<file path="src/sv/hzcd_pkg.sv">
`default_nettype none
package hzcd_pkg;

    localparam int WINDOW_LEN    = 4096;
    localparam int MAX_CROSSINGS = 128;
    localparam int MAX_RISING    = 64;

    localparam int SAMPLE_W = 24;
    localparam int HYST_W   = 23;
    localparam int IDX_W    = 12;
    localparam int FRAC_W   = 17;
    localparam int NUM_W    = 7;
    localparam int PNUM_W   = 6;
    localparam int ALL_W    = 8;
    localparam int POS_W    = 7;
    localparam int DIV_CNT_W = 5;

    localparam int OUT_DATA_W = 48;
    localparam int OUT_USER_W = 2;

    localparam logic [HYST_W-1:0] HYST_RESET = 23'd1311;
    localparam logic [FRAC_W-1:0] FRAC_ONE   = 17'd65536;

    typedef enum logic [1:0] {
        SIDE_MID = 2'd0,
        SIDE_POS = 2'd1,
        SIDE_NEG = 2'd2
    } t_side;

    typedef enum logic [1:0] {
        ST_IDLE = 2'd0,
        ST_DIV  = 2'd1,
        ST_WAIT = 2'd2
    } t_state;

    // Commands from the controller to the datapath.
    typedef struct packed {
        logic ready;
        logic accept;
        logic div_step;
        logic load_out;
    } t_cmd;

    // Status from the datapath to the controller.
    typedef struct packed {
        logic hit;
        logic div_last;
        logic out_free;
    } t_status;

endpackage
`default_nettype wire

</file>
<file path="src/sv/hzcd_ctrl.sv">
`default_nettype none
module hzcd_ctrl (
    input  wire               i_clk,
    input  wire               i_rst_n,
    input  wire               i_s_valid,
    input  hzcd_pkg::t_status i_status,
    output hzcd_pkg::t_cmd    o_cmd
);
    import hzcd_pkg::*;

    t_state r_state;
    t_state n_state;

    always_ff @(posedge i_clk) begin
        if (!i_rst_n) begin
            r_state <= ST_IDLE;
        end else begin
            r_state <= n_state;
        end
    end

    always_comb begin
        n_state        = r_state;
        o_cmd.ready    = 1'b0;
        o_cmd.accept   = 1'b0;
        o_cmd.div_step = 1'b0;
        o_cmd.load_out = 1'b0;
        case (r_state)
            ST_IDLE: begin
                o_cmd.ready  = 1'b1;
                o_cmd.accept = i_s_valid;
                if (i_s_valid && i_status.hit) begin
                    n_state = ST_DIV;
                end
            end
            ST_DIV: begin
                o_cmd.div_step = 1'b1;
                // The last quotient bit lands at the end of this cycle.
                if (i_status.div_last) begin
                    n_state = ST_WAIT;
                end
            end
            ST_WAIT: begin
                if (i_status.out_free) begin
                    o_cmd.load_out = 1'b1;
                    n_state        = ST_IDLE;
                end
            end
            default: begin
                n_state = ST_IDLE;
            end
        endcase
    end

endmodule
`default_nettype wire

</file>
<file path="src/sv/hzcd_datapath.sv">
`default_nettype none
module hzcd_datapath (
    input  wire                                   i_clk,
    input  wire                                   i_rst_n,
    input  hzcd_pkg::t_cmd                        i_cmd,
    output hzcd_pkg::t_status                     o_status,
    input  wire                                   i_cfg_valid,
    input  wire  [hzcd_pkg::HYST_W-1:0]           i_cfg_data,
    input  wire  signed [hzcd_pkg::SAMPLE_W-1:0]  i_sample,
    input  wire                                   i_start,
    output logic                                  o_m_valid,
    input  wire                                   i_m_ready,
    output logic [hzcd_pkg::OUT_DATA_W-1:0]       o_m_data,
    output logic [hzcd_pkg::OUT_USER_W-1:0]       o_m_user
);
    import hzcd_pkg::*;

    localparam int DVD_W = SAMPLE_W + FRAC_W;

    logic [HYST_W-1:0]          r_hyst;
    logic signed [SAMPLE_W-1:0] r_prev;
    t_side                      r_armed;
    logic [IDX_W-1:0]           r_idx;
    logic [ALL_W-1:0]           r_all;
    logic [POS_W-1:0]           r_pos;

    // Pending event fields, held while the divider runs.
    logic [IDX_W-1:0]  r_p_idx;
    logic              r_p_rising;
    logic [NUM_W-1:0]  r_p_num;
    logic              r_p_rec;
    logic [PNUM_W-1:0] r_p_pnum;

    logic [SAMPLE_W-1:0]  r_rem;
    logic [SAMPLE_W-1:0]  r_den;
    logic [FRAC_W-1:0]    r_low;
    logic [FRAC_W-1:0]    r_quo;
    logic [DIV_CNT_W-1:0] r_cnt;

    logic              r_out_valid;
    logic [IDX_W-1:0]  r_o_idx;
    logic [FRAC_W-1:0] r_o_frac;
    logic              r_o_rising;
    logic [NUM_W-1:0]  r_o_num;
    logic              r_o_rec;
    logic [PNUM_W-1:0] r_o_pnum;

    logic signed [SAMPLE_W-1:0] w_h;
    logic signed [SAMPLE_W-1:0] w_nh;
    t_side                      w_side;
    t_side                      w_arm;
    logic                       w_up;
    logic                       w_down;
    logic                       w_ignore;
    logic                       w_hit;
    logic                       w_rec;
    logic signed [SAMPLE_W:0]   w_ea;
    logic signed [SAMPLE_W:0]   w_eb;
    logic signed [SAMPLE_W:0]   w_num_x;
    logic signed [SAMPLE_W:0]   w_den_x;
    logic [SAMPLE_W-1:0]        w_num;
    logic [SAMPLE_W-1:0]        w_den;
    logic [DVD_W-1:0]           w_dvd;
    logic [SAMPLE_W:0]          w_trial;
    logic                       w_ge;
    logic [FRAC_W-1:0]          w_frac;
    logic                       w_out_free;

    assign w_h  = $signed({1'b0, r_hyst});
    assign w_nh = -w_h;

    always_comb begin
        if (i_sample >= w_h) begin
            w_side = SIDE_POS;
        end else if (i_sample <= w_nh) begin
            w_side = SIDE_NEG;
        end else begin
            w_side = SIDE_MID;
        end
    end

    // The armed side takes the new sample first, then the crossing check uses it.
    assign w_arm    = (w_side != SIDE_MID) ? w_side : r_armed;
    assign w_up     = (w_arm == SIDE_NEG) && (r_prev <= 0) && (i_sample > 0);
    assign w_down   = (w_arm == SIDE_POS) && (r_prev >= 0) && (i_sample < 0);
    assign w_ignore = (r_idx >= IDX_W'(WINDOW_LEN - 1)) || (r_all >= ALL_W'(MAX_CROSSINGS));
    assign w_hit    = !i_start && !w_ignore && (w_up || w_down);
    assign w_rec    = w_up && (r_pos < POS_W'(MAX_RISING));

    assign w_ea    = {r_prev[SAMPLE_W-1], r_prev};
    assign w_eb    = {i_sample[SAMPLE_W-1], i_sample};
    assign w_num_x = w_up ? -w_ea : w_ea;
    assign w_den_x = w_up ? (w_eb - w_ea) : (w_ea - w_eb);
    assign w_num   = w_num_x[SAMPLE_W-1:0];
    assign w_den   = w_den_x[SAMPLE_W-1:0];
    // Dividend is num * 2^16 plus half the divisor, for round to nearest.
    assign w_dvd   = {1'b0, w_num, {(FRAC_W-1){1'b0}}}
                   + {{(FRAC_W+1){1'b0}}, w_den[SAMPLE_W-1:1]};

    assign w_trial = {r_rem, r_low[FRAC_W-1]};
    assign w_ge    = w_trial >= {1'b0, r_den};
    assign w_frac  = (r_quo > FRAC_ONE) ? FRAC_ONE : r_quo;

    assign w_out_free = !r_out_valid || i_m_ready;

    assign o_status.hit      = w_hit;
    assign o_status.div_last = (r_cnt == DIV_CNT_W'(FRAC_W - 1));
    assign o_status.out_free = w_out_free;

    always_ff @(posedge i_clk) begin
        if (!i_rst_n) begin
            r_hyst <= HYST_RESET;
        end else if (i_cfg_valid) begin
            r_hyst <= i_cfg_data;
        end
    end

    always_ff @(posedge i_clk) begin
        if (!i_rst_n) begin
            r_prev  <= '0;
            r_armed <= SIDE_MID;
            r_idx   <= '0;
            r_all   <= '0;
            r_pos   <= '0;
        end else if (i_cmd.accept) begin
            if (i_start) begin
                r_prev  <= i_sample;
                r_armed <= w_side;
                r_idx   <= '0;
                r_all   <= '0;
                r_pos   <= '0;
            end else if (!w_ignore) begin
                r_prev  <= i_sample;
                r_idx   <= r_idx + 1'b1;
                r_armed <= w_hit ? SIDE_MID : w_arm;
                if (w_hit) begin
                    r_all <= r_all + 1'b1;
                end
                if (w_hit && w_rec) begin
                    r_pos <= r_pos + 1'b1;
                end
            end
        end
    end

    always_ff @(posedge i_clk) begin
        if (i_cmd.accept && w_hit) begin
            r_p_idx    <= r_idx;
            r_p_rising <= w_up;
            r_p_num    <= r_all[NUM_W-1:0];
            r_p_rec    <= w_rec;
            r_p_pnum   <= w_rec ? r_pos[PNUM_W-1:0] : '0;
            r_rem      <= w_dvd[DVD_W-1:FRAC_W];
            r_low      <= w_dvd[FRAC_W-1:0];
            r_den      <= w_den;
            r_quo      <= '0;
            r_cnt      <= '0;
        end else if (i_cmd.div_step) begin
            r_rem <= w_ge ? SAMPLE_W'(w_trial - {1'b0, r_den}) : w_trial[SAMPLE_W-1:0];
            r_low <= {r_low[FRAC_W-2:0], 1'b0};
            r_quo <= {r_quo[FRAC_W-2:0], w_ge};
            r_cnt <= r_cnt + 1'b1;
        end
    end

    always_ff @(posedge i_clk) begin
        if (!i_rst_n) begin
            r_out_valid <= 1'b0;
        end else if (i_cmd.load_out) begin
            r_out_valid <= 1'b1;
        end else if (i_m_ready) begin
            r_out_valid <= 1'b0;
        end
    end

    always_ff @(posedge i_clk) begin
        if (i_cmd.load_out) begin
            r_o_idx    <= r_p_idx;
            r_o_frac   <= w_frac;
            r_o_rising <= r_p_rising;
            r_o_num    <= r_p_num;
            r_o_rec    <= r_p_rec;
            r_o_pnum   <= r_p_pnum;
        end
    end

    assign o_m_valid = r_out_valid;
    assign o_m_data  = {{(OUT_DATA_W - IDX_W - FRAC_W - NUM_W - PNUM_W){1'b0}},
                        r_o_pnum, r_o_num, r_o_frac, r_o_idx};
    assign o_m_user  = {r_o_rec, r_o_rising};

endmodule
`default_nettype wire

</file>
<file path="src/sv/hysteresis_zero_cross_detector_top.sv">
// An item that causes no crossing is taken while ready is high and gives no result.
// A crossing item gets its interpolated fraction from the 17-step radix-2 divider;
// its result waits for a free output register; ready is low meanwhile.
// One sample per cycle between crossings; none until a crossing result is loaded.
// Reset: synchronous, active low; clears the window state and loads hysteresis 1311.
`default_nettype none
module hysteresis_zero_cross_detector_top (
    input  wire                                i_clk,
    input  wire                                i_rst_n,
    input  wire                                i_cfg_valid,
    output logic                               o_cfg_ready,
    input  wire  [hzcd_pkg::HYST_W-1:0]        i_cfg_data,     // hysteresis
    input  wire                                i_s_axis_tvalid,
    output logic                               o_s_axis_tready,
    input  wire  [hzcd_pkg::SAMPLE_W-1:0]      i_s_axis_tdata, // sample
    input  wire                                i_s_axis_tuser, // window_start
    output logic                               o_m_axis_tvalid,
    input  wire                                i_m_axis_tready,
    // crossing_index, crossing_fraction, crossing_number, positive_number, zero pad
    output logic [hzcd_pkg::OUT_DATA_W-1:0]    o_m_axis_tdata,
    // rising, positive_recorded
    output logic [hzcd_pkg::OUT_USER_W-1:0]    o_m_axis_tuser
);
    import hzcd_pkg::*;

    t_cmd    w_cmd;
    t_status w_status;

    assign o_cfg_ready     = 1'b1;
    assign o_s_axis_tready = w_cmd.ready;

    hzcd_ctrl u_ctrl (
        .i_clk     (i_clk),
        .i_rst_n   (i_rst_n),
        .i_s_valid (i_s_axis_tvalid),
        .i_status  (w_status),
        .o_cmd     (w_cmd)
    );

    hzcd_datapath u_datapath (
        .i_clk       (i_clk),
        .i_rst_n     (i_rst_n),
        .i_cmd       (w_cmd),
        .o_status    (w_status),
        .i_cfg_valid (i_cfg_valid),
        .i_cfg_data  (i_cfg_data),
        .i_sample    ($signed(i_s_axis_tdata)),
        .i_start     (i_s_axis_tuser),
        .o_m_valid   (o_m_axis_tvalid),
        .i_m_ready   (i_m_axis_tready),
        .o_m_data    (o_m_axis_tdata),
        .o_m_user    (o_m_axis_tuser)
    );

endmodule
`default_nettype wire

</file>
<file path="config.mk">
export PLATFORM = sky130hd
export DESIGN_NAME = hysteresis_zero_cross_detector_top
export DESIGN_NICKNAME = d
export VERILOG_FILES = /design/src/sv/hzcd_pkg.sv /design/src/sv/hzcd_ctrl.sv /design/src/sv/hzcd_datapath.sv /design/src/sv/hysteresis_zero_cross_detector_top.sv
export SDC_FILE = /design/constraint.sdc
export NUM_CORES = 1
export LEC_CHECK = 0
export ABC_AREA = 1
export BUFFER_PORTS_ARGS = -buffer_cell sky130_fd_sc_hd__buf_2
export CELL_PAD_IN_SITES_DETAIL_PLACEMENT = 1
export CELL_PAD_IN_SITES_GLOBAL_PLACEMENT = 1
export CORE_MARGIN = 2
export CORE_UTILIZATION = 30
export DETAILED_ROUTE_END_ITERATION = 8
export PLACE_DENSITY = 0.64
export SLEW_MARGIN = 20
export SYNTH_ARGS = -nofsm -noshare
export SYNTH_HDL_FRONTEND = slang
export SYNTH_SLANG_ARGS = --single-unit
export TNS_END_PERCENT = 10
</file>
<file path="constraint.sdc">
create_clock -name i_clk -period 9.06 [get_ports i_clk]
set_input_delay 0.453 -clock i_clk [delete_from_list [all_inputs] [get_ports i_clk]]
set_output_delay 0.453 -clock i_clk [all_outputs]
set_load 0.02 [all_outputs]
</file>
==> impl_metrics.json <==
{
  "routedWlPerCell_um": 16.5,
  "clkSinkCount": 237,
  "dominantRegCellSynth": "edfxtp_1",
  "final_hold_viol_count": 0,
  "dr_total_vias": 13200,
  "criticalPathCategory": "flip-flop to flip-flop",
  "worstHoldPathCells": 3,
  "worst_path_max_delay_cell": "nand2_2",
  "design.core.area_mm2": 0.0513,
  "vdd_ir_drop_max_v": 0.000143,
  "p_int_mw": 2.02,
  "hold_path_class": "input pin to flip-flop",
  "dp_hpwl_um": 36100,
  "worst_path_largest_cell_delay_ps": 490,
  "diode_count": 0,
  "timing.clock.skew_ps": 13.5,
  "run_status": "finished clean",
  "finalCriticalPeriod_ps": 7280,
  "cts_setup_buffers": 0,
  "crit_path_end_kind": "flip-flop",
  "numPortBuffers": 98,
  "cts-htree-levels": 1,
  "cts.hold.buffers_added": 0,
  "rsz_0062_raised_after_global_routing": "false",
  "slew_violations": 0,
  "grt_pass1_wl_um": 73300,
  "clock_pin_slew_of_the_registers_on_the_worst_case_setup_and_hold_paths_ps": 60,
  "globalplace.congestion": 0.900,
  "post_synth_inst_count": 1960,
  "numPlacedInstances": 2696,
  "drc": 0,
  "crit-reg2reg-capture": "u_datapath.r_rem[22]",
  "r2r_startpoint": "u_datapath.r_hyst[0]",
  "timing.setup.tns_ps": 0,
  "avgSynthCellArea_um2": 7.95,
  "synth_seq_area_share_pct": 39.2,
  "worst_hold_startpoint": "i_cfg_data[10]",
  "dominant_cell_type_by_count_on_the_critical_path": "nand2_1",
  "num_io_pins": 106,
  "worst-slew-pin-transition_ps": 981,
  "fp-row-count": 83,
  "number_of_buffers_between_clock_root_and_the_deepest_sink": 3,
  "grt_pass1_vias": 14000,
  "overflow": 0,
  "initial_util_pct": 30.4,
  "dp_worst_setup_slack_ps": 1730,
  "grtUsageTotal_pct": 16.9,
  "power_consumption_mw": 2.96,
  "vias_per_cell": 4.80,
  "number_of_enable_type_register_cells_in_the_synthesized_netlist": 136,
  "postSynthRegisterBits": 237,
  "clock_power_share_pct": 36.8,
  "die_height_um": 232,
  "postCtsResizedCells": 0,
  "pwr-share-seq_pct": 41.4,
  "hold-path-endpoint": "u_datapath.r_hyst[10]",
  "timing.max_slew.rel_slack_pct": 34.6,
  "setup_ws_ps": 1780,
  "yosysWarningCount": 0,
  "drive_above_1_share_pct": 10.1,
  "numCtsBuffers": 28,
  "cap_violations": 0,
  "total_switching_power_uw": 942,
  "detail_route.wirelength_um": 45200,
  "critPathMaxFanout": 27,
  "critical_path.startpoint_type": "flip-flop",
  "clock_tree.root_cell": "clkbuf_16",
  "worst-r2r-setup-slack_ps": 1780,
  "layout-area-overhead-vs-synth_pct": 13.0,
  "arrival_time_reported_for_the_critical_path_endpoint_ps": 7600,
  "mappedNetlistArea_mm2": 0.0156,
  "fin_crit_share_pct": 80.4,
  "initial_antenna_violation_count": 0,
  "area_of_the_die_mm2": 0.0538,
  "timing.fmax_ghz": 0.137,
  "asyncSetResetFlopFracSynth_pct": 0,
  "number_of_nets_in_the_finished_design": 2234,
  "insertion_delay_ps": 580,
  "antenna_left": 0,
  "clock_tree_from_tritoncts": "yes",
  "grt_max_degree": 58,
  "setup_viol": 0,
  "power.static_leakage_nw": 7.77,
  "power.density_mw_per_mm2": 168,
  "switching_share_pct": 31.8,
  "chipWidth_um": 232,
  "critical_path_required_ps": 9380,
  "cell_variety_after_synth": 63,
  "combinationalPowerShare_pct": 21.8,
  "stdcell_count": 2748,
  "drtPass1Iterations": 4,
  "first_iter_violations": 508,
  "reg2reg_depth": 42
}
flip-flops by register name, indices dropped and copies added, names as in the netlist, 2 cells and up:
signal,count
u_ctrl.r_state,2
u_datapath.r_pos,7
u_datapath.r_all,8
u_datapath.r_low,17
u_datapath.r_o_frac,17
u_datapath.r_prev,24
u_datapath.r_p_num,7
u_datapath.r_quo,17
u_datapath.r_p_idx,12
u_datapath.r_rem,24
u_datapath.r_idx,12
u_datapath.r_p_pnum,6
u_datapath.r_armed,2
u_datapath.r_cnt,5
u_datapath.r_hyst,23
u_datapath.r_o_idx,12
u_datapath.r_o_pnum,6
u_datapath.r_den,24
u_datapath.r_o_num,7
cells in the mapped netlist (all sizes together), types with 3 or more instances:
| master | instances | area share, % |
|---|---|---|
| a21oi | 179 | 5.8 |
| a31oi | 5 | 0.20 |
| fa | 4 | 0.51 |
| o21bai | 5 | 0.24 |
| or2 | 4 | 0.16 |
| nand4 | 27 | 1.2 |
| inv | 304 | 7.3 |
| nand2 | 369 | 9.2 |
| mux2i | 3 | 0.19 |
| nor4 | 12 | 0.58 |
| xnor2 | 20 | 1.1 |
| a22oi | 19 | 0.95 |
| clkbuf | 27 | 0.65 |
| o21ai | 163 | 5.3 |
| o211ai | 21 | 1.0 |
| dfxtp | 101 | 13 |
| o22ai | 4 | 0.16 |
| nand3 | 71 | 2.4 |
| nor2 | 186 | 4.9 |
| o21a | 10 | 0.48 |
| buf | 26 | 1.2 |
| a21o | 7 | 0.34 |
| xor2 | 72 | 4.0 |
| ha | 131 | 11 |
| edfxtp | 136 | 26 |
| a21boi | 3 | 0.14 |
| nand3b | 6 | 0.37 |
| nor3 | 27 | 0.90 |
stage by stage:
step	utilization [%]	hold slack, ps	area [um^2]
CTS	34.3	69.7	17600
floorplan	-	400	15600
detailed placement	32.6	407	16700
global placement	32.6	402	16700
global route	34.3	109	17600
finish	34.3	96.5	17600
worst max-delay path: cells and delay by family, from the launching register on:
kind | cells | cell delay, ps
AO/OA/AOI/OAI | 7 | 1180
XOR/XNOR | 2 | 460
adder cells (fa/ha/maj) | 2 | 580
buffers and inverters | 3 | 250
flip-flops | 1 | 320
AND/OR/NAND/NOR | 28 | 4200
layout by cell type, fill, tap and decap left out, drive strengths merged, types with 13 or more instances in the layout:
master  synthesis  layout
nand2         369     369
inv           304     304
nor2          186     186
a21oi         179     179
o21ai         163     163
edfxtp        136     136
ha            131     131
buf            26     104
dfxtp         101     101
xor2           72      72
nand3          71      71
clkbuf         27      39
nand4          27      27
nor3           27      27
o211ai         21      21
xnor2          20      20
a22oi          19      19
clkinv          2      13
worst max-delay path by stage:
stage	end	slack [ps]	start
floorplan	u_datapath.r_rem[15]	3050	u_datapath.r_hyst[0]
global placement	u_datapath.r_rem[22]	2090	u_datapath.r_hyst[0]
detailed placement	u_datapath.r_rem[15]	1730	u_datapath.r_hyst[0]
CTS	u_datapath.r_rem[15]	1710	u_datapath.r_hyst[0]
global route	u_datapath.r_rem[15]	930	u_datapath.r_hyst[1]
finish	u_datapath.r_rem[22]	1780	u_datapath.r_hyst[0]
metal layers:
metal  GRT usage, %  vias up  wire [um]
li1               -     6685          -
met1           21.5     6275      20900
met2           29.7      153      21900
met3           1.68       77       1040
met4           5.75        0       1440
met5              0        -          0
power groups by stage:
stage          Clock, mW  Sequential, mW  Combinational [mW]
2_1_floorplan          0            1.24               0.450
3_3_place_gp           0            1.25               0.629
3_5_place_dp           0            1.25               0.644
4_1_cts             1.13            1.23               0.648
5_1_grt             1.16            1.23               0.730
6_report            1.09            1.23               0.645
kinds of logic (layout without fill, tap and decap cells):
kind of cell	count (synthesis)	in the layout	share of synthesized area [%]
compound gates	428	428	15.3
xor+xnor	92	92	5.17
fa+ha+maj	135	135	11.0
buf+inv	359	462	9.23
flops	237	237	39.2
mux	3	3	0.193
other cells	2	7	0.0482
simple gates	704	704	19.8
cell type report:
type | instances | area, um^2
inverter | 306 | 1150
clock inverter | 13 | 125
clock buffer | 39 | 762
fill | 6293 | 33700
multi-input combinational | 1369 | 8080
sequential | 237 | 6110
tap | 680 | 851
timing repair buffer | 104 | 536
No activity file was read; power rests on OpenSTA's default activity.
